==> config.mk <==
export PLATFORM = sky130hd
export DESIGN_NAME = led_pwm_frame_packer_refresh_unit
export DESIGN_NICKNAME = d
export VERILOG_FILES = /design/src/sv/lpf_pkg.sv /design/src/sv/lpf_front.sv /design/src/sv/lpf_queue.sv /design/src/sv/lpf_back.sv /design/src/sv/led_pwm_frame_packer_refresh_unit.sv
export VERILOG_INCLUDE_DIRS = /design/src /design/src/sv
export SDC_FILE = /design/constraint.sdc
export NUM_CORES = 1
export LEC_CHECK = 0
export ABC_AREA = 0
export BUFFER_PORTS_ARGS = -buffer_cell sky130_fd_sc_hd__buf_4
export CAP_MARGIN = 10
export CORE_ASPECT_RATIO = 0.6
export CORE_UTILIZATION = 40
export CTS_CLUSTER_SIZE = 30
export DETAILED_ROUTE_END_ITERATION = 12
export PLACE_DENSITY = 0.6
export SYNTH_ARGS = -nofsm -noshare
export SYNTH_HDL_FRONTEND = slang
export SYNTH_SLANG_ARGS = --single-unit
export TNS_END_PERCENT = 50
==> constraint.sdc <==
create_clock -name clk -period 7.18 [get_ports clk]
set_clock_uncertainty 0.05 [all_clocks]
set_input_delay 0 -clock clk [delete_from_list [all_inputs] [get_ports clk]]
set_output_delay 0 -clock clk [all_outputs]
set_load 0.1 [all_outputs]
==> src/sv/led_pwm_frame_packer_refresh_unit_macros.svh <==
// Assertion macros used by the frame packer top level.
`ifndef LED_PWM_FRAME_PACKER_REFRESH_UNIT_MACROS_SVH
`define LED_PWM_FRAME_PACKER_REFRESH_UNIT_MACROS_SVH

// Same-cycle implication, sampled on clk, off while arst_n is low.
`define LPF_ASSERT_IMPLY(label, ante, cons, msg) \
	label: assert property (@(posedge clk) disable iff (!arst_n) (ante) |-> (cons)) \
		else $error(msg);

// Next-cycle implication, sampled on clk, off while arst_n is low.
`define LPF_ASSERT_NEXT(label, ante, cons, msg) \
	label: assert property (@(posedge clk) disable iff (!arst_n) (ante) |=> (cons)) \
		else $error(msg);

`endif

==> src/sv/lpf_pkg.sv <==
// Shared types and constants of the LED PWM frame packer.
`default_nettype none

package lpf_pkg;

	localparam int ACTION_W  = 3;
	localparam int CHANNEL_W = 5;
	localparam int VALUE_W   = 12;
	localparam int BYTE_W    = 8;
	localparam int DC_W      = 6;
	// byte index before range check; 3 * 31 fits in 7 bits
	localparam int IDX_W     = 7;

	// keep masks for read-modify-write of shared bytes
	localparam logic [BYTE_W-1:0] KEEP_NONE = 8'h00;
	localparam logic [BYTE_W-1:0] KEEP_LO2  = 8'h03;
	localparam logic [BYTE_W-1:0] KEEP_HI6  = 8'hFC;
	localparam logic [BYTE_W-1:0] KEEP_LO4  = 8'h0F;
	localparam logic [BYTE_W-1:0] KEEP_HI4  = 8'hF0;
	localparam logic [BYTE_W-1:0] KEEP_LO6  = 8'h3F;
	localparam logic [BYTE_W-1:0] KEEP_HI2  = 8'hC0;

	typedef enum logic [ACTION_W-1:0] {
		ACT_SET_GS     = 3'd0,
		ACT_SET_DC     = 3'd1,
		ACT_SET_ALL_GS = 3'd2,
		ACT_SET_ALL_DC = 3'd3,
		ACT_REQ_UPDATE = 3'd4,
		ACT_CYCLE_TICK = 3'd5,
		ACT_SEND_DC    = 3'd6
	} action_t;

	typedef struct packed {
		action_t              op;
		logic [CHANNEL_W-1:0] slot;
		logic [VALUE_W-1:0]   value;
	} cmd_t;

	typedef struct packed {
		logic full;
		logic empty;
	} q_stat_t;

	typedef struct packed {
		logic              kind;
		logic [BYTE_W-1:0] data;
		logic              blank;
		logic              latch;
		logic              extra;
		logic              prog;
		logic              dcsrc;
		logic              last;
	} item_t;

	typedef enum logic [2:0] {
		ST_IDLE,
		ST_RMW_RD,
		ST_RMW_WR,
		ST_FILL,
		ST_TICK_CTRL,
		ST_STREAM,
		ST_DC_LATCH
	} st_t;

endpackage

`default_nettype wire

==> src/sv/lpf_front.sv <==
// Front end: accepts input words, drops ignored ones and forms commands.
`default_nettype none

module lpf_front #(
	parameter int CHANNEL_COUNT = 16
) (
	input  wire logic                           in_valid,
	output logic                                in_ready,
	input  wire logic [lpf_pkg::ACTION_W-1:0]   action,
	input  wire logic [lpf_pkg::CHANNEL_W-1:0]  channel,
	input  wire logic [lpf_pkg::VALUE_W-1:0]    value,
	input  wire lpf_pkg::q_stat_t               stat,
	output logic                                push,
	output lpf_pkg::cmd_t                       cmd
);

	localparam logic [lpf_pkg::CHANNEL_W:0] CC_L = (lpf_pkg::CHANNEL_W + 1)'(CHANNEL_COUNT);
	localparam logic [lpf_pkg::CHANNEL_W-1:0] TOP_SLOT = lpf_pkg::CHANNEL_W'(CHANNEL_COUNT - 1);

	logic in_range;
	logic keep_word;

	assign in_ready = !stat.full;
	assign in_range = ({1'b0, channel} < CC_L);

	// classify: drop out-of-range channel writes and the unused code
	always_comb begin
		keep_word = 1'b0;
		cmd.op    = lpf_pkg::ACT_REQ_UPDATE;
		cmd.slot  = TOP_SLOT - channel;
		cmd.value = value;
		case (lpf_pkg::action_t'(action))
			lpf_pkg::ACT_SET_GS: begin
				keep_word = in_range;
				cmd.op    = lpf_pkg::ACT_SET_GS;
			end
			lpf_pkg::ACT_SET_DC: begin
				keep_word = in_range;
				cmd.op    = lpf_pkg::ACT_SET_DC;
				cmd.value = {{(lpf_pkg::VALUE_W - lpf_pkg::DC_W){1'b0}},
					value[lpf_pkg::DC_W-1:0]};
			end
			lpf_pkg::ACT_SET_ALL_GS: begin
				keep_word = 1'b1;
				cmd.op    = lpf_pkg::ACT_SET_ALL_GS;
			end
			lpf_pkg::ACT_SET_ALL_DC: begin
				keep_word = 1'b1;
				cmd.op    = lpf_pkg::ACT_SET_ALL_DC;
				cmd.value = {{(lpf_pkg::VALUE_W - lpf_pkg::DC_W){1'b0}},
					value[lpf_pkg::DC_W-1:0]};
			end
			lpf_pkg::ACT_REQ_UPDATE: begin
				keep_word = 1'b1;
				cmd.op    = lpf_pkg::ACT_REQ_UPDATE;
			end
			lpf_pkg::ACT_CYCLE_TICK: begin
				keep_word = 1'b1;
				cmd.op    = lpf_pkg::ACT_CYCLE_TICK;
			end
			lpf_pkg::ACT_SEND_DC: begin
				keep_word = 1'b1;
				cmd.op    = lpf_pkg::ACT_SEND_DC;
			end
			default: begin
				keep_word = 1'b0;
			end
		endcase
	end

	assign push = in_valid && in_ready && keep_word;

endmodule

`default_nettype wire

==> src/sv/lpf_queue.sv <==
// Two-entry command queue between the front end and the back end.
`default_nettype none

module lpf_queue (
	input  wire logic             clk,
	input  wire logic             arst_n,
	input  wire logic             push,
	input  wire lpf_pkg::cmd_t    wr_cmd,
	input  wire logic             pop,
	output lpf_pkg::cmd_t         rd_cmd,
	output lpf_pkg::q_stat_t      stat
);

	localparam int Q_DEPTH = 2;
	localparam int PTR_W   = $clog2(Q_DEPTH);
	localparam int CNT_W   = $clog2(Q_DEPTH + 1);

	lpf_pkg::cmd_t    ent_q [Q_DEPTH];
	logic [PTR_W-1:0] wp_q;
	logic [PTR_W-1:0] rp_q;
	logic [CNT_W-1:0] cnt_q;

	// advance pointers and fill level
	always_ff @(posedge clk or negedge arst_n) begin
		if (!arst_n) begin
			wp_q  <= '0;
			rp_q  <= '0;
			cnt_q <= '0;
		end else begin
			if (push) begin
				wp_q <= wp_q + PTR_W'(1);
			end
			if (pop) begin
				rp_q <= rp_q + PTR_W'(1);
			end
			if (push && !pop) begin
				cnt_q <= cnt_q + CNT_W'(1);
			end else if (pop && !push) begin
				cnt_q <= cnt_q - CNT_W'(1);
			end
		end
	end

	// hold entries
	always_ff @(posedge clk) begin
		if (push) begin
			ent_q[wp_q] <= wr_cmd;
		end
	end

	assign rd_cmd     = ent_q[rp_q];
	assign stat.full  = (cnt_q == CNT_W'(Q_DEPTH));
	assign stat.empty = (cnt_q == '0);

endmodule

`default_nettype wire

==> src/sv/lpf_back.sv <==
// Back end: frame stores, command sequencer and output register.
`default_nettype none

module lpf_back #(
	parameter int CHANNEL_COUNT = 16
) (
	input  wire logic                clk,
	input  wire logic                arst_n,
	input  wire lpf_pkg::q_stat_t    stat,
	input  wire lpf_pkg::cmd_t       cmd,
	output logic                     pop,
	output logic                     out_valid,
	input  wire logic                out_ready,
	output lpf_pkg::item_t           out_item
);

	localparam int GS_BYTES = (CHANNEL_COUNT * 3 + 1) / 2;
	localparam int DC_BYTES = (CHANNEL_COUNT * 3 + 3) / 4;
	localparam int AW       = $clog2(GS_BYTES);
	localparam int DC_AW    = $clog2(DC_BYTES);
	localparam int BW       = lpf_pkg::BYTE_W;
	localparam int IW       = lpf_pkg::IDX_W;
	localparam logic [AW-1:0] GS_LAST = AW'(GS_BYTES - 1);
	localparam logic [AW-1:0] DC_LAST = AW'(DC_BYTES - 1);
	localparam logic [IW-1:0] GS_LIM  = IW'(GS_BYTES);
	localparam logic [IW-1:0] DC_LIM  = IW'(DC_BYTES);

	// frame stores and their valid bits
	logic [BW-1:0]       gs_mem [GS_BYTES];
	logic [BW-1:0]       dc_mem [DC_BYTES];
	logic [GS_BYTES-1:0] gs_vld_q;
	logic [DC_BYTES-1:0] dc_vld_q;
	logic [BW-1:0]       gs_rd_q;
	logic [BW-1:0]       dc_rd_q;
	logic                gs_rv_q;
	logic                dc_rv_q;

	lpf_pkg::st_t   state_q;
	lpf_pkg::st_t   state_d;
	logic [AW-1:0]  cnt_q;
	logic [1:0]     mod3_q;
	logic [BW-1:0]  pat_q [3];
	logic           sel_dc_q;
	logic [AW-1:0]  op_addr_q [2];
	logic [BW-1:0]  op_keep_q [2];
	logic [BW-1:0]  op_bits_q [2];
	logic [1:0]     op_v_q;
	logic           op_k_q;
	logic           tick_latch_q;
	logic           tick_extra_q;
	logic           update_pending_q;
	logic           latch_pending_q;
	logic           program_mode_q;
	logic           dc_source_q;

	logic                out_valid_q;
	lpf_pkg::item_t      out_item_q;

	logic           out_free;
	logic           load;
	lpf_pkg::item_t item_d;
	logic [AW-1:0]  rd_addr;
	logic           mem_we;
	logic [AW-1:0]  mem_wa;
	logic [BW-1:0]  mem_wd;
	logic [BW-1:0]  cur_byte;
	logic           at_end;
	logic [AW-1:0]  end_idx;

	// decoded single-channel write
	logic [IW-1:0]  dec_addr [2];
	logic [BW-1:0]  dec_keep [2];
	logic [BW-1:0]  dec_bits [2];
	logic [1:0]     dec_v;
	logic [BW-1:0]  dec_pat [3];

	assign out_free  = !out_valid_q || out_ready;
	assign cur_byte  = sel_dc_q ? (dc_rv_q ? dc_rd_q : '0) : (gs_rv_q ? gs_rd_q : '0);
	assign end_idx   = sel_dc_q ? DC_LAST : GS_LAST;
	assign at_end    = (cnt_q == end_idx);

	// decode byte positions, masks and fill pattern from the queue head
	always_comb begin
		logic [IW-1:0] r;
		logic [IW-1:0] gs_i;
		logic [IW-1:0] dc_i;
		logic [IW-1:0] lim;
		logic          two;
		r    = {{(IW - lpf_pkg::CHANNEL_W){1'b0}}, cmd.slot};
		gs_i = r + (r >> 1);
		dc_i = (r + (r << 1)) >> 2;
		two  = 1'b1;
		lim  = GS_LIM;
		dec_addr[0] = gs_i;
		dec_addr[1] = gs_i + IW'(1);
		dec_keep[0] = lpf_pkg::KEEP_NONE;
		dec_keep[1] = lpf_pkg::KEEP_LO4;
		dec_bits[0] = cmd.value[11:4];
		dec_bits[1] = {cmd.value[3:0], 4'b0};
		dec_pat[0]  = cmd.value[11:4];
		dec_pat[1]  = {cmd.value[3:0], cmd.value[11:8]};
		dec_pat[2]  = cmd.value[7:0];
		if (cmd.op == lpf_pkg::ACT_SET_DC || cmd.op == lpf_pkg::ACT_SET_ALL_DC) begin
			lim         = DC_LIM;
			dec_addr[0] = dc_i;
			dec_addr[1] = dc_i + IW'(1);
			dec_pat[0]  = {cmd.value[5:0], cmd.value[5:4]};
			dec_pat[1]  = {cmd.value[3:0], cmd.value[5:2]};
			dec_pat[2]  = {cmd.value[1:0], cmd.value[5:0]};
			case (cmd.slot[1:0])
				2'd0: begin
					two         = 1'b0;
					dec_keep[0] = lpf_pkg::KEEP_LO2;
					dec_bits[0] = {cmd.value[5:0], 2'b0};
				end
				2'd1: begin
					dec_keep[0] = lpf_pkg::KEEP_HI6;
					dec_bits[0] = {6'b0, cmd.value[5:4]};
					dec_keep[1] = lpf_pkg::KEEP_LO4;
					dec_bits[1] = {cmd.value[3:0], 4'b0};
				end
				2'd2: begin
					dec_keep[0] = lpf_pkg::KEEP_HI4;
					dec_bits[0] = {4'b0, cmd.value[5:2]};
					dec_keep[1] = lpf_pkg::KEEP_LO6;
					dec_bits[1] = {cmd.value[1:0], 6'b0};
				end
				default: begin
					two         = 1'b0;
					dec_keep[0] = lpf_pkg::KEEP_HI2;
					dec_bits[0] = {2'b0, cmd.value[5:0]};
				end
			endcase
		end else if (cmd.op == lpf_pkg::ACT_SET_GS && cmd.slot[0]) begin
			dec_keep[0] = lpf_pkg::KEEP_HI4;
			dec_bits[0] = {4'b0, cmd.value[11:8]};
			dec_keep[1] = lpf_pkg::KEEP_NONE;
			dec_bits[1] = cmd.value[7:0];
		end
		dec_v[0] = (dec_addr[0] < lim);
		dec_v[1] = two && (dec_addr[1] < lim);
	end

	// sequencer: next state, memory port and output load
	always_comb begin
		state_d = state_q;
		pop     = 1'b0;
		rd_addr = '0;
		mem_we  = 1'b0;
		mem_wa  = cnt_q;
		mem_wd  = pat_q[mod3_q];
		load    = 1'b0;
		item_d  = '0;
		item_d.prog  = program_mode_q;
		item_d.dcsrc = dc_source_q;
		case (state_q)
			lpf_pkg::ST_IDLE: begin
				if (!stat.empty) begin
					pop = 1'b1;
					case (cmd.op)
						lpf_pkg::ACT_SET_GS, lpf_pkg::ACT_SET_DC: begin
							if (dec_v != 2'b00) begin
								state_d = lpf_pkg::ST_RMW_RD;
							end
						end
						lpf_pkg::ACT_SET_ALL_GS, lpf_pkg::ACT_SET_ALL_DC: begin
							state_d = lpf_pkg::ST_FILL;
						end
						lpf_pkg::ACT_CYCLE_TICK: begin
							state_d = lpf_pkg::ST_TICK_CTRL;
						end
						lpf_pkg::ACT_SEND_DC: begin
							state_d = lpf_pkg::ST_STREAM;
						end
						default: begin
							state_d = lpf_pkg::ST_IDLE;
						end
					endcase
				end
			end
			lpf_pkg::ST_RMW_RD: begin
				rd_addr = op_addr_q[op_k_q];
				state_d = lpf_pkg::ST_RMW_WR;
			end
			lpf_pkg::ST_RMW_WR: begin
				mem_we  = 1'b1;
				mem_wa  = op_addr_q[op_k_q];
				mem_wd  = (cur_byte & op_keep_q[op_k_q]) | op_bits_q[op_k_q];
				state_d = (!op_k_q && op_v_q[1]) ? lpf_pkg::ST_RMW_RD : lpf_pkg::ST_IDLE;
			end
			lpf_pkg::ST_FILL: begin
				mem_we = 1'b1;
				if (at_end) begin
					state_d = lpf_pkg::ST_IDLE;
				end
			end
			lpf_pkg::ST_TICK_CTRL: begin
				if (out_free) begin
					load         = 1'b1;
					item_d.blank = 1'b1;
					item_d.latch = tick_latch_q;
					item_d.extra = tick_extra_q;
					item_d.last  = !update_pending_q;
					state_d = update_pending_q ? lpf_pkg::ST_STREAM : lpf_pkg::ST_IDLE;
				end
			end
			lpf_pkg::ST_STREAM: begin
				rd_addr = cnt_q;
				if (out_free) begin
					load        = 1'b1;
					item_d.kind = 1'b1;
					item_d.data = cur_byte;
					item_d.last = at_end && !sel_dc_q;
					if (at_end) begin
						rd_addr = '0;
						state_d = sel_dc_q ? lpf_pkg::ST_DC_LATCH : lpf_pkg::ST_IDLE;
					end else begin
						rd_addr = cnt_q + AW'(1);
					end
				end
			end
			lpf_pkg::ST_DC_LATCH: begin
				if (out_free) begin
					load         = 1'b1;
					item_d.latch = 1'b1;
					item_d.last  = 1'b1;
					state_d      = lpf_pkg::ST_IDLE;
				end
			end
			default: begin
				state_d = lpf_pkg::ST_IDLE;
			end
		endcase
	end

	// state register
	always_ff @(posedge clk or negedge arst_n) begin
		if (!arst_n) begin
			state_q <= lpf_pkg::ST_IDLE;
		end else begin
			state_q <= state_d;
		end
	end

	// control flags and store valid bits
	always_ff @(posedge clk or negedge arst_n) begin
		if (!arst_n) begin
			update_pending_q <= 1'b1;
			latch_pending_q  <= 1'b0;
			program_mode_q   <= 1'b1;
			dc_source_q      <= 1'b0;
			gs_vld_q         <= '0;
			dc_vld_q         <= '0;
			gs_rv_q          <= 1'b0;
			dc_rv_q          <= 1'b0;
		end else begin
			gs_rv_q <= gs_vld_q[rd_addr];
			dc_rv_q <= dc_vld_q[rd_addr[DC_AW-1:0]];
			if (mem_we) begin
				if (sel_dc_q) begin
					dc_vld_q[mem_wa[DC_AW-1:0]] <= 1'b1;
				end else begin
					gs_vld_q[mem_wa] <= 1'b1;
				end
			end
			if (pop) begin
				case (cmd.op)
					lpf_pkg::ACT_REQ_UPDATE: begin
						update_pending_q <= 1'b1;
					end
					lpf_pkg::ACT_CYCLE_TICK: begin
						program_mode_q  <= 1'b0;
						latch_pending_q <= 1'b0;
					end
					lpf_pkg::ACT_SEND_DC: begin
						program_mode_q <= 1'b1;
						dc_source_q    <= 1'b1;
					end
					default: begin
					end
				endcase
			end
			if (state_q == lpf_pkg::ST_TICK_CTRL && load && update_pending_q) begin
				update_pending_q <= 1'b0;
				latch_pending_q  <= 1'b1;
			end
		end
	end

	// hold command operands, counters and pattern
	always_ff @(posedge clk) begin
		if (pop) begin
			sel_dc_q     <= (cmd.op == lpf_pkg::ACT_SET_DC) ||
				(cmd.op == lpf_pkg::ACT_SET_ALL_DC) || (cmd.op == lpf_pkg::ACT_SEND_DC);
			cnt_q        <= '0;
			mod3_q       <= 2'd0;
			pat_q[0]     <= dec_pat[0];
			pat_q[1]     <= dec_pat[1];
			pat_q[2]     <= dec_pat[2];
			op_addr_q[0] <= dec_addr[0][AW-1:0];
			op_addr_q[1] <= dec_addr[1][AW-1:0];
			op_keep_q[0] <= dec_keep[0];
			op_keep_q[1] <= dec_keep[1];
			op_bits_q[0] <= dec_bits[0];
			op_bits_q[1] <= dec_bits[1];
			op_v_q       <= dec_v;
			op_k_q       <= !dec_v[0];
			tick_latch_q <= latch_pending_q;
			tick_extra_q <= program_mode_q;
		end else begin
			if (state_q == lpf_pkg::ST_RMW_WR) begin
				op_k_q <= 1'b1;
			end
			if (state_q == lpf_pkg::ST_FILL) begin
				cnt_q  <= cnt_q + AW'(1);
				mod3_q <= (mod3_q == 2'd2) ? 2'd0 : mod3_q + 2'd1;
			end
			if (state_q == lpf_pkg::ST_STREAM && load) begin
				cnt_q <= cnt_q + AW'(1);
			end
			if (state_q == lpf_pkg::ST_TICK_CTRL) begin
				cnt_q    <= '0;
				sel_dc_q <= 1'b0;
			end
		end
	end

	// frame store ports: one write, one registered read each
	always_ff @(posedge clk) begin
		gs_rd_q <= gs_mem[rd_addr];
		dc_rd_q <= dc_mem[rd_addr[DC_AW-1:0]];
		if (mem_we) begin
			if (sel_dc_q) begin
				dc_mem[mem_wa[DC_AW-1:0]] <= mem_wd;
			end else begin
				gs_mem[mem_wa] <= mem_wd;
			end
		end
	end

	// output register
	always_ff @(posedge clk or negedge arst_n) begin
		if (!arst_n) begin
			out_valid_q <= 1'b0;
		end else if (load) begin
			out_valid_q <= 1'b1;
		end else if (out_ready) begin
			out_valid_q <= 1'b0;
		end
	end

	always_ff @(posedge clk) begin
		if (load) begin
			out_item_q <= item_d;
		end
	end

	assign out_valid = out_valid_q;
	assign out_item  = out_item_q;

endmodule

`default_nettype wire

==> src/sv/led_pwm_frame_packer_refresh_unit.sv <==
// Top level of the LED PWM shift-frame packer and refresh sequencer.
//
// Input channel (in_valid/in_ready): one word per action with action, channel
// and value. Set words change the packed grayscale or dot-correction frame;
// request, tick and send-dc words drive the refresh sequence.
// Output channel (out_valid/out_ready): control items and serial data bytes,
// one word per cycle while the receiver keeps out_ready high; last marks the
// final word caused by one input word.
// Timing: a word enters a two-entry command queue, so the input side keeps
// accepting while the back end works. The back end pops a command; a set
// word then reads and then writes each touched byte (one or two, store read
// then write), and a set-all word writes every frame byte in turn.
// A cycle tick gives 1 + GS bytes words (control word, then the grayscale
// frame when an update is pending) and send-dc DC bytes + 1 words. Within a
// result sequence one word per cycle follows while out_ready stays high; the
// single store port paces the read-modify-write and fill work, the output
// register paces the streams.
// Reset: stores read as zero, an update is pending, dot-correction mode is on.
// A stalled receiver holds the output word; the back end waits and the queue
// then fills, dropping in_ready.
`default_nettype none
`include "led_pwm_frame_packer_refresh_unit_macros.svh"

module led_pwm_frame_packer_refresh_unit #(
	parameter int CHANNEL_COUNT = 16
) (
	input  wire logic                           clk,
	input  wire logic                           arst_n,
	input  wire logic                           in_valid,
	output logic                                in_ready,
	input  wire logic [lpf_pkg::ACTION_W-1:0]   action,
	input  wire logic [lpf_pkg::CHANNEL_W-1:0]  channel,
	input  wire logic [lpf_pkg::VALUE_W-1:0]    value,
	output logic                                out_valid,
	input  wire logic                           out_ready,
	output logic                                item_kind,
	output logic [lpf_pkg::BYTE_W-1:0]          data_byte,
	output logic                                blank_pulse,
	output logic                                latch_pulse,
	output logic                                extra_clock_pulse,
	output logic                                program_level,
	output logic                                dc_source_level,
	output logic                                last
);

	lpf_pkg::q_stat_t q_stat;
	lpf_pkg::cmd_t    wr_cmd;
	lpf_pkg::cmd_t    rd_cmd;
	lpf_pkg::item_t   item;
	logic             push;
	logic             pop;

	lpf_front #(.CHANNEL_COUNT(CHANNEL_COUNT)) u_front (
		.in_valid (in_valid),
		.in_ready (in_ready),
		.action   (action),
		.channel  (channel),
		.value    (value),
		.stat     (q_stat),
		.push     (push),
		.cmd      (wr_cmd)
	);

	lpf_queue u_queue (
		.clk    (clk),
		.arst_n (arst_n),
		.push   (push),
		.wr_cmd (wr_cmd),
		.pop    (pop),
		.rd_cmd (rd_cmd),
		.stat   (q_stat)
	);

	lpf_back #(.CHANNEL_COUNT(CHANNEL_COUNT)) u_back (
		.clk       (clk),
		.arst_n    (arst_n),
		.stat      (q_stat),
		.cmd       (rd_cmd),
		.pop       (pop),
		.out_valid (out_valid),
		.out_ready (out_ready),
		.out_item  (item)
	);

	// unpack the output word
	assign item_kind         = item.kind;
	assign data_byte         = item.data;
	assign blank_pulse       = item.blank;
	assign latch_pulse       = item.latch;
	assign extra_clock_pulse = item.extra;
	assign program_level     = item.prog;
	assign dc_source_level   = item.dcsrc;
	assign last              = item.last;

	`LPF_ASSERT_IMPLY(a_full_stalls_input, q_stat.full, !in_ready, "input taken while queue full")
	`LPF_ASSERT_IMPLY(a_data_no_pulses, out_valid && item_kind, !blank_pulse && !latch_pulse && !extra_clock_pulse, "pulse on data byte")
	`LPF_ASSERT_IMPLY(a_data_levels, out_valid && item_kind, !program_level || dc_source_level, "data byte with wrong line levels")
	`LPF_ASSERT_NEXT(a_no_gap, out_valid && !last, out_valid, "gap inside a result sequence")

endmodule

`default_nettype wire

---- Word-level counts from Yosys, hierarchy flattened ----
Memories as Yosys holds them, arrays and structs flattened. A register that Yosys moved wholly into a read port is not among the register bits.
Index checks and enable logic that the tools add are counted.
storage, ports and cells
  bits in writable memories ............... 394
  output and inout bits ................... 17
  word-level logic and storage cells ...... 236
  memories ................................ 7
  bits in registers ....................... 78
operators by class
  reduce and logical (&&, ||, !) cells .... 57
  bitwise operators ....................... 5
  equal/unequal tests ..................... 30
  add/sub/neg operators ................... 11
  mux-type cells .......................... 89
  magnitude comparators ................... 9
memories
  memory            words  width  read ports  clocked after Yosys merged registers in  wr ports  line             text
  u_back.gs_mem     24     8      1           1                                        1         lpf_back.sv:29   logic [BW-1:0] gs_mem [GS_BYTES];
  u_back.dc_mem     12     8      1           1                                        1         lpf_back.sv:30   logic [BW-1:0] dc_mem [DC_BYTES];
  u_queue.ent_q     2      20     1           0                                        1         lpf_queue.sv:18  lpf_pkg::cmd_t ent_q [Q_DEPTH];
  u_back.pat_q      3      8      1           1                                        3         lpf_back.sv:42   logic [BW-1:0] pat_q [3];
  u_back.op_bits_q  2      8      1           1                                        2         lpf_back.sv:46   logic [BW-1:0] op_bits_q [2];
  u_back.op_keep_q  2      8      1           1                                        2         lpf_back.sv:45   logic [BW-1:0] op_keep_q [2];
  1 more memories   n/a    n/a    n/a         n/a                                      n/a       n/a
operators with widths
  kind                                                                          number
  16-bit two-way mux                                                            4
  8-bit one-hot mux with 3 select lines                                         2
  8-bit two-way mux                                                             5
  1-bit two-way mux                                                             39
  5-bit two-way mux                                                             7
  3-bit two-way mux                                                             10
  3-bit equality test, second input constant                                    9
  24-bit two-way mux                                                            1
  24-bit bitwise OR                                                             1
  3-bit one-hot mux with 7 select lines                                         1
  2-bit nonzero test                                                            10
  3-bit by 2-bit equality test with 1-bit output, second input constant         6
  3-bit one-hot mux with 6 select lines                                         1
  2-bit AND reduction                                                           8
  7-bit less-than comparator                                                    2
  2-bit OR reduction                                                            7
  1-bit logical AND                                                             13
  13-bit two-way mux                                                            1
  5-bit by 6-bit less-than comparator with 1-bit output, second input constant  2
  12-bit two-way mux                                                            1
  12-bit bitwise OR                                                             1
  3-bit one-hot mux with 4 select lines                                         1
  4-bit by 5-bit less-than comparator with 1-bit output, second input constant  2
  2-bit two-way mux                                                             5
  38 further kinds                                                              62

---- Depth between registers and ports, before layout ----
Gate-level depths: netlist of the first run.
An unclocked memory read counts as a cell.
  word-level depth ........................ 11
  depth in mapped cells ................... 19
  depth with buffers taken out ............ 15

---- Modules after synthesis ----
From an unflattened synthesis of the first run, not the netlist that was laid out.
unflattened totals
  cells, all modules ...................... 1,583
  area, all modules ....................... 20,110.5 um^2
by module, submodules not included
  module     area an instance (um^2)  times used  cells an instance  seq. area each (um^2)
  lpf_back   18,246.2                 1           1,480              12,244.2
  lpf_queue  1,707.9                  1           78                 1,301.2
  lpf_front  156.4                    1           25                 0.0

---- Least setup slack after synthesis of the first run ----
No wires, ideal clock.
  path kind ............................... reg-to-reg
  start ................................... reg u_queue.rp_q
  end ..................................... reg u_back.state_q[0]
  cell stages (with the launch flop) ...... 17
  buffers on the path ..................... 3
  setup time .............................. 83 ps
  arrival time ............................ 4,375 ps
  slack ................................... 2,672 ps
  cell sequence ........................... dfrtp_1 -> clkbuf_1 -> clkbuf_1 -> clkbuf_1 -> mux2i_1 -> inv_1 -> ha_1 -> fa_1 -> xor2_1 -> ha_1 -> nand2_1 -> a21o_1 -> o311a_1 -> a211o_1 -> a31oi_1 -> o21ai_1 -> o21ai_0
between the ends
  longest elaborated chain between the ends .. 9
ends and longest elaborated chain
  item                                                                    line                              text
  start, declared                                                         lpf_queue.sv:20                   logic [PTR_W-1:0] rp_q;
  start signal, assigned                                                  lpf_queue.sv:34                   rp_q <= rp_q + PTR_W'(1);
  memory read 2 x 20 bit (*)                                              n/a
  5-bit by 4-bit adder with 6-bit output, or another cell as far along    lpf_back.sv:90                    gs_i = r + (r >> 1);
  7-bit by 1-bit adder with 7-bit output, or another cell as far along    lpf_back.sv:95                    dec_addr[1] = gs_i + IW'(1);
  13-bit two-way mux, or another cell as far along                        lpf_back.sv:103                   if (cmd.op == lpf_pkg::ACT_SET_DC || cmd.op == lpf_pkg::ACT_SET_ALL_DC) begin
  7-bit less-than comparator / 1-bit two-way mux (equally long branches)  lpf_back.sv:141, lpf_back.sv:103
  1-bit logical AND (*)                                                   lpf_back.sv:141                   dec_v[1] = two && (dec_addr[1] < lim);
  named net u_back.dec_v[1]                                               lpf_back.sv:74                    logic [1:0] dec_v;
  2-bit nonzero test (*)                                                  lpf_back.sv:162                   if (dec_v != 2'b00) begin
  3-bit by 2-bit != test with 1-bit output (no source line) (*)           n/a
  7-bit AND reduction (no source line) (*)                                n/a
  end signal, assigned                                                    lpf_back.sv:239                   state_q <= lpf_pkg::ST_IDLE;
  end signal, assigned                                                    lpf_back.sv:241                   state_q <= state_d;
  end, declared                                                           lpf_back.sv:38                    lpf_pkg::st_t state_q;
Mark *: on every way through the listed nets, which the timed path passes. The rest lies on a longest branch. The select of a mux whose other input is x is not followed.
A chain may end at the register's enable or synchronous reset.

==> impl_results.md, run 1 <==
- Status: finished with violations
- Failing checks: design-rule violations
- GRT Overall Usage: 19.8%
- Syn Area/Cell: 13.0 µm²
- Ports: 41
- Worst setup EP type: flip-flop
- Final Util: 46.3%
- Distinct cells, synth: 74
- Startpoint types: flip-flop
- Post-synth EDFFs: 392
- Register Area: 0.0135 mm²
- Via Count: 12.6k
- Cell Area, Placed: 0.0206 mm²
- Crit path required time: 7.61 ns
- Fillcell total: 4275
- Die X: 288 µm
- Initial antenna violation count: 1
- Post-route ant nets: 0
- Most frequent cells in the layout: 392 x edfxtp_1, 279 x nand2_1, 99 x a21oi_1, 99 x nor2_1, 66 x nand3_1
- Primary FF master, synth: edfxtp_1
- Max Root-Sink Buffers: 3
- Final min period: 4.83 ns
- CP Max Fanout: 15
- Max Slew Vio Count: 0
- Final period utilization: 67.3%
- Die Area: 0.0501 mm²
- Routed wire per std cell: 22.1 µm
- Reg2Reg Depth: 16
- Post-synthesis net count: 1559
- Slew HR: 20.2%
- Busiest grt layer: met1
- Clock sink count: 468
- Clk_lat worst skew: 0.56 ns
- Final setup viols: 0
- Initial Utilization: 40.9%
- Setup_tns: 0 ns
- # Post-CTS Setup Buffers: 0
- Drt initial violations: 1408
- WL final: 49500 µm
- RSZ-0062 raised after global routing: no
- Max_cap viols: 0
- PD cells: 464 mW/mm²
- Peak VDD IR: 0.000393 V
- Grt total ovfl: 0
- Met2 capacity usage during global routing: 25.5%
- Final hold viol count: 0
- H-tree depth: 2
- HP Class: in -> async
- Row count: 62
- TritonCTS Buffers: 42
- Core area: 0.0482 mm²
- Ys Warns: 0
- Sequential element share of the synthesized area: 68.8%
- Synthesized area: 0.0197 mm²
- Number of I/O port buffers: 40
- FMAX: 207 MHz
- Most common cell after layout, fill and taps aside: edfxtp_1
- Via density: 5.62
- Multi-input gate area: 0.00574 mm²
- Global-route wire length before repair: 74500 µm
- Nets: 1607
- Worst path arrival time: 5.27 ns
- DRC: 4
- Layout cells sized above 1: 13.2%
- Syn Inst Count: 1520
- Vias in the first global route: 11.8k
- FF+latch count, synth: 468
- Design area: 0.0223 mm²
- Gpl congestion: 0.879
- Grt met3 use: 5.89%
- WS Path Type: reg -> reg
- Ys async rst share: 10.7%
- Die height: 174 µm
- Clk slew on worst S/H paths: 0.07 ns
- Largest net degree at the start of global routing: 83
- DR pass1 iterations: 10
- Leak: 7.98 nW
- Slew @ Worst Pin: 1.20 ns
- Area growth, synth to finish: 13.3%
- Post-DP HPWL: 32400 µm
- Root buf cell: clkbuf_16
- CTS tree: built
- M1 GR Usage: 32.3%
## cells by family (layout without fill, tap and decap cells)
family / after synthesis / after routing / synth area share (%)
compound gates: 269 / 269 / 9.01
xor+xnor: 18 / 18 / 0.801
fa+ha+maj: 15 / 15 / 0.992
buf+inv: 102 / 184 / 2.29
flops: 468 / 468 / 68.8
mux: 76 / 76 / 5.00
other cells: 0 / 1 / 0
simple gates: 572 / 572 / 13.1
## Yosys cell counts (all sizes together) (10+ instances only)
cell type,instances,area [µm²]
edfxtp,392,11800
nand2,280,1050
nor2,103,403
a21oi,100,504
nand3,66,330
mux2i,51,510
dfrtp,48,1200
buf,40,218
o21ai,40,200
clkbuf,38,143
or2,38,238
and2,26,163
dfxtp,26,521
inv,23,86.3
a31oi,17,106
mux4,17,383
ha,14,175
o22ai,14,87.6
a221oi,12,105
a22o,12,105
nand4,11,68.8
nor3,11,60.1
xnor2,11,96.3
nor2b,10,62.6
## critical path: stages (launching register included)
cell	delay [ns]
dfrtp_1	0.56
buf_4	0.36
mux2i_1	0.41
inv_1	0.19
ha_1	0.42
fa_1	0.46
a21oi_1	0.16
o21bai_1	0.09
xnor2_1	0.70
o22a_1	0.21
o22ai_1	0.08
a21o_1	0.22
ha_1	0.17
a211o_1	0.22
a31oi_1	0.25
o21ai_1	0.12
o21ai_0	0.08
## stage by stage
step | power [mW] | worst slack, ns | hold slack, ns | instances
after CTS | 10.4 | 2.38 | 0.0307 | 2242
after global placement | 7.95 | 2.50 | 0.0790 | 2141
final | 10.4 | 2.35 | 0.00814 | 2243
after detailed placement | 8.00 | 2.40 | 0.0696 | 2141
after floorplan | 6.70 | 2.67 | -0.346 | 1520
after global routing | 10.9 | 2.03 | 0.0663 | 2242
## flip-flops by register name (all words and copies together) (netlist names), 2 cells and up, named ones only
name	count
u_back.gs_mem	192
u_back.dc_mem	96
u_queue.ent_q	40
u_back.gs_vld_q	24
u_back.op_bits_q	16
u_back.out_item	15
u_back.dc_vld_q	12
u_back.pat_q	12
u_back.op_addr_q	10
u_back.dc_rd_q	8
u_back.gs_rd_q	8
u_back.op_keep_q	6
u_back.cnt_q	5
u_back.state_q	3
u_back.mod3_q	2
u_queue.cnt_q	2
## path summary, 6_finish.rpt
path                                             to              startpoint  slack, ns
worst max-delay path              u_back.state_q[0]            u_queue.rp_q       2.35
worst min-delay path             u_back.dc_vld_q[7]                  arst_n      0.008
worst max register to register    u_back.state_q[0]            u_queue.rp_q       2.35
worst min register to register  u_back.tick_latch_q  u_back.latch_pending_q       0.40
max in group asynchronous       u_back.gs_vld_q[15]                  arst_n       6.55
min in group clk                u_queue.ent_q[0][1]                value[1]       0.12
## final cells by class
| cell class | instances | share of cell area [%] |
|---|---|---|
| Antenna cell | 1 | 0.0112 |
| Clock buffer | 60 | 5.76 |
| Clock inverter | 18 | 0.746 |
| Inverter | 24 | 0.404 |
| Multi-Input combinational cell | 950 | 25.7 |
| Sequential cell | 468 | 60.7 |
| Tap cell | 640 | 3.59 |
| Timing Repair Buffer | 82 | 3.02 |
## per-layer routing
| metal | vias up | routed length, µm | part of all wire [%] |
|---|---|---|---|
| met5 | - | 26 | 0.053 |
| met4 | 4 | 757 | 1.5 |
| met3 | 67 | 4950 | 10 |
| met2 | 530 | 19300 | 39 |
| met1 | 6302 | 24500 | 50 |
| li1 | 5696 | - | - |
## power by group
group	leakage [nW]	internal, mW	switching, mW
Sequential	4.43	4.01	0.284
Combinational	2.83	1.08	2.63
Clock	0.719	1.33	1.03
## timing repair
item,4_1_cts,5_1_grt
resized for setup,0,0
endpoints found under the hold margin,95,0
hold buffers,23,0
Power figures use the tool's default switching activity.
==> run 2: changes to the inputs <==
--- a/config.mk
+++ b/config.mk
@@ -6,7 +6,7 @@
 export SDC_FILE = /design/constraint.sdc
 export NUM_CORES = 1
 export LEC_CHECK = 0
-export ABC_AREA = 0
+export ABC_AREA = 1
 export BUFFER_PORTS_ARGS = -buffer_cell sky130_fd_sc_hd__buf_4
 export CAP_MARGIN = 10
 export CORE_ASPECT_RATIO = 0.6
==> constraint.sdc (replaced) <==
create_clock -name clk -period 4.59 [get_ports clk]
set_clock_uncertainty 0.05 [all_clocks]
set_input_delay 0 -clock clk [delete_from_list [all_inputs] [get_ports clk]]
set_output_delay 0 -clock clk [all_outputs]
set_load 0.1 [all_outputs]
==> run 2 against run 1 <==
The flow now finishes without violations. Via count grew 13%. Global-route usage is essentially flat. Power grew 69%. Design area grew 4.4%. Flip-flop and latch count is the same. Largest power group is now combinational logic.
==> impl_results.md, run 2 <==
- Status: finished, final reports clean
- Synth cell count leaders: 392 x edfxtp_1, 368 x nand2_1, 261 x inv_1, 211 x nand3_1, 139 x nor2_1
- Ys async rst share: 10.7% (unchanged)
- Syn Inst Count: 1947 (+28%)
- PD cells: 751 mW/mm² (+62%)
- CP Max Fanout: 13 (-2)
- Sequential power share: 39.0% (-2.4 points)
- HP Class: in -> async
- Die height: 178 µm (+2.4%)
- WL met1: 26100 µm (+6.6%)
- R2R Setup Slk: 0.42 ns (-1.93 ns)
- Clk pwr share: 20.0% (-2.8 points)
- Nets: 2041 (+27%)
- Ports: 41 (unchanged)
- Cell Int Power: 10.2 mW (+59%)
- Peak VDD IR: 0.000541 V (+38%)
- Max Root-Sink Buffers: 3 (unchanged)
- Post-synth EDFFs: 392 (unchanged)
- Drt initial violations: 1393 (-1.1%)
- Most common cell after layout, fill and taps aside: edfxtp_1
- Global-route wire length before repair: 79200 µm (+6.2%)
- Final Util: 45.7% (-0.58 points)
- Routed wire per std cell: 18.8 µm (-15%)
- Max Slew Vio Count: 0 (unchanged)
- Synthesized area: 0.0206 mm² (+4.9%)
- WL final: 51300 µm (+3.5%)
- Sw Ratio: 41.6% (+3.5 points)
- Number of I/O port buffers: 40 (unchanged)
- Final period utilization: 90.9% (+24 points)
- Final hold viol count: 0 (unchanged)
- Max_cap viols: 0 (unchanged)
- FMAX: 240 MHz (+16%)
- Comb power frac: 41.0% (+5.2 points)
- Clock sink count: 468 (unchanged)
- Slew HR: 22.1% (+1.9 points)
- Primary FF master, synth: edfxtp_1
- Initial antenna violation count: 2 (+1)
- Startpoint types: flip-flop
- Routed length on met2: 20300 µm (+5.5%)
- Area growth, synth to finish: 12.8%
- Final setup viols: 0 (unchanged)
- Clk_lat worst skew: 0.56 ns (about the same)
- Slew @ Worst Pin: 1.17 ns (-0.0289 ns)
- Synth top area share: 57.0% (-2.8 points)
- Die Area: 0.0526 mm² (+4.8%)
- Reg with most FFs: u_back.gs_mem
- Setup_tns: 0 ns (unchanged)
- Row count: 64 (+3.2%)
- GRT Overall Usage: 19.8% (-0.030 points)
- Distinct cells, synth: 49 (-34%)
- TritonCTS Buffers: 45 (+7.1%)
- WS Path Type: reg -> reg
- Clk slew on worst S/H paths: 0.06 ns (about the same)
- Worst path arrival time: 4.57 ns (-0.70 ns)
- Root buf cell: clkbuf_16
- CTS tree: built
- Worst setup EP type: flip-flop
- Post-route ant nets: 0 (unchanged)
- Vias in the first global route: 13.2k (+12%)
- Ys Warns: 0 (unchanged)
- Gpl congestion: 0.873 (-0.72%)
- Routed wl met3: 4040 µm (-18%)
- Most frequent cells in the layout: 392 x edfxtp_1, 368 x nand2_1, 261 x inv_1
- DRC: 0 (-4)
- Final setup margin: 0.418 ns (-1.93 ns)
- Crit path required time: 4.99 ns (-2.62 ns)
- RSZ-0062 raised after global routing: no
- Largest net degree at the start of global routing: 140 (+69%)
- NetSw: 7.27 mW (+84%)
- Via density: 5.19 (-7.5%)
- Sequential element share of the synthesized area: 65.6% (-3.2 points)
- H-tree depth: 2 (unchanged)
- Leak: 9.11 nW (+14%)
- Post-synthesis net count: 1986 (+27%)
- Core area: 0.0509 mm² (+5.7%)
- Die X: 295 µm (+2.4%)
- Count leader, synth: edfxtp_1
- Pre-CTS worst setup slack: 0.290 ns (-2.11 ns)
- Initial Utilization: 40.5% (-0.32 points)
- Final min period: 4.17 ns (-0.662 ns)
- Syn Area/Cell: 10.6 µm² (-18%)
- Max FFs per register: 192 (unchanged)
- Layout cells sized above 1: 10.4% (-2.9 points)
- Grt total ovfl: 0 (unchanged)
- Via Count: 14.2k (+13%)
- Post-DP HPWL: 32900 µm (+1.7%)
- DR top layer: met4
- Synth top area cells: edfxtp_1 57%, nand2_1 6.7%, dfrtp_1 5.8%
- Yosys top cell by area: edfxtp_1
- DR pass1 iterations: 5 (-5)
- FF+latch count, synth: 468 (unchanged)
## run 2: cell type report
type                    instances  area [µm²]
flip-flops and latches        468       13500
diodes                          1        2.50
fillers                      4733       27600
multi-input cells            1126        5740
repair buffers                 91         778
clock inverters                19         123
inverters                     270        1010
well taps                     693         867
clock buffers                  64        1220
## run 2: path summary, 6_finish.rpt
path / start / to / cells after the start
worst max-delay path: u_queue.rp_q / u_back.state_q[1] / 25
worst min-delay path: arst_n / u_queue.wp_q / 2
worst max register to register: u_queue.rp_q / u_back.state_q[1] / 25
worst min register to register: u_back.latch_pending_q / u_back.tick_latch_q / 0
max in group asynchronous: arst_n / u_queue.rp_q / 3
min in group clk: value[1] / u_queue.ent_q[0][1] / 2
## run 2: what timing repair did
action / in CTS / in global routing
hold buffers: 25 / 0
endpoints found under the setup margin: 0 / 3
setup buffers: 0 / 1
hold endpoints to repair: 93 / 0
gates resized for setup: 0 / 1
## run 2: cell families (layout without fill, tap and decap cells)
group,count (synthesis),after routing,share of synthesized area [%]
other,0,1,0
DFF,468,468,65.6
adders and majority gates,15,15,0.945
buffers and inverters,353,444,6.90
and+or+nand+nor,844,844,18.5
AOI/OAI and AO/OA,260,260,7.80
muxes,1,1,0.0485
xor gates and xnor gates,6,6,0.254
## run 2: critical path, stage by stage, from the launching register on
cell      delay, ns
dfrtp_2        0.48
inv_1          0.10
or2_2          0.27
o21ai_0        0.19
inv_1          0.15
ha_1           0.26
fa_1           0.39
nand2_1        0.11
nand2_1        0.12
inv_1          0.14
ha_1           0.22
inv_1          0.09
nor3_1         0.19
a21oi_1        0.06
o21ai_0        0.16
inv_1          0.08
ha_1           0.18
o21bai_1       0.15
inv_1          0.06
nand2_1        0.05
nor2_1         0.10
nand2_1        0.09
nand2_1        0.14
nand2_1        0.10
nand2_1        0.09
nand2_1        0.05
## run 2: power groups by stage
stage	Combinational, mW	Sequential (mW)	Clock (mW)
after floorplan	4.38	6.97	0
after global placement	6.98	6.88	0
after detailed placement	7.06	6.90	0
after CTS	7.11	6.81	3.55
after global routing	7.87	6.89	3.72
final	7.17	6.82	3.49
## run 2: through the flow
| stage | total power, mW | hold WS [ns] | cells | cell area (µm²) |
|---|---|---|---|---|
| after global routing | 18.5 | 0.0559 | 2731 | 23300 |
| after CTS | 17.5 | 0.00467 | 2729 | 23300 |
| after global placement | 13.9 | 0.0542 | 2621 | 21700 |
| after detailed placement | 14.0 | 0.0577 | 2621 | 21700 |
| after floorplan | 11.3 | -0.346 | 1947 | 20600 |
| final | 17.5 | 0.0107 | 2732 | 23300 |
## run 2: routing by layer
| metal | track usage [%] | up-vias |
|---|---|---|
| met5 | 0 | - |
| li1 | - | 6746 |
| met3 | 3.61 | 61 |
| met2 | 26.9 | 493 |
| met1 | 32.3 | 6891 |
| met4 | 3.91 | 0 |
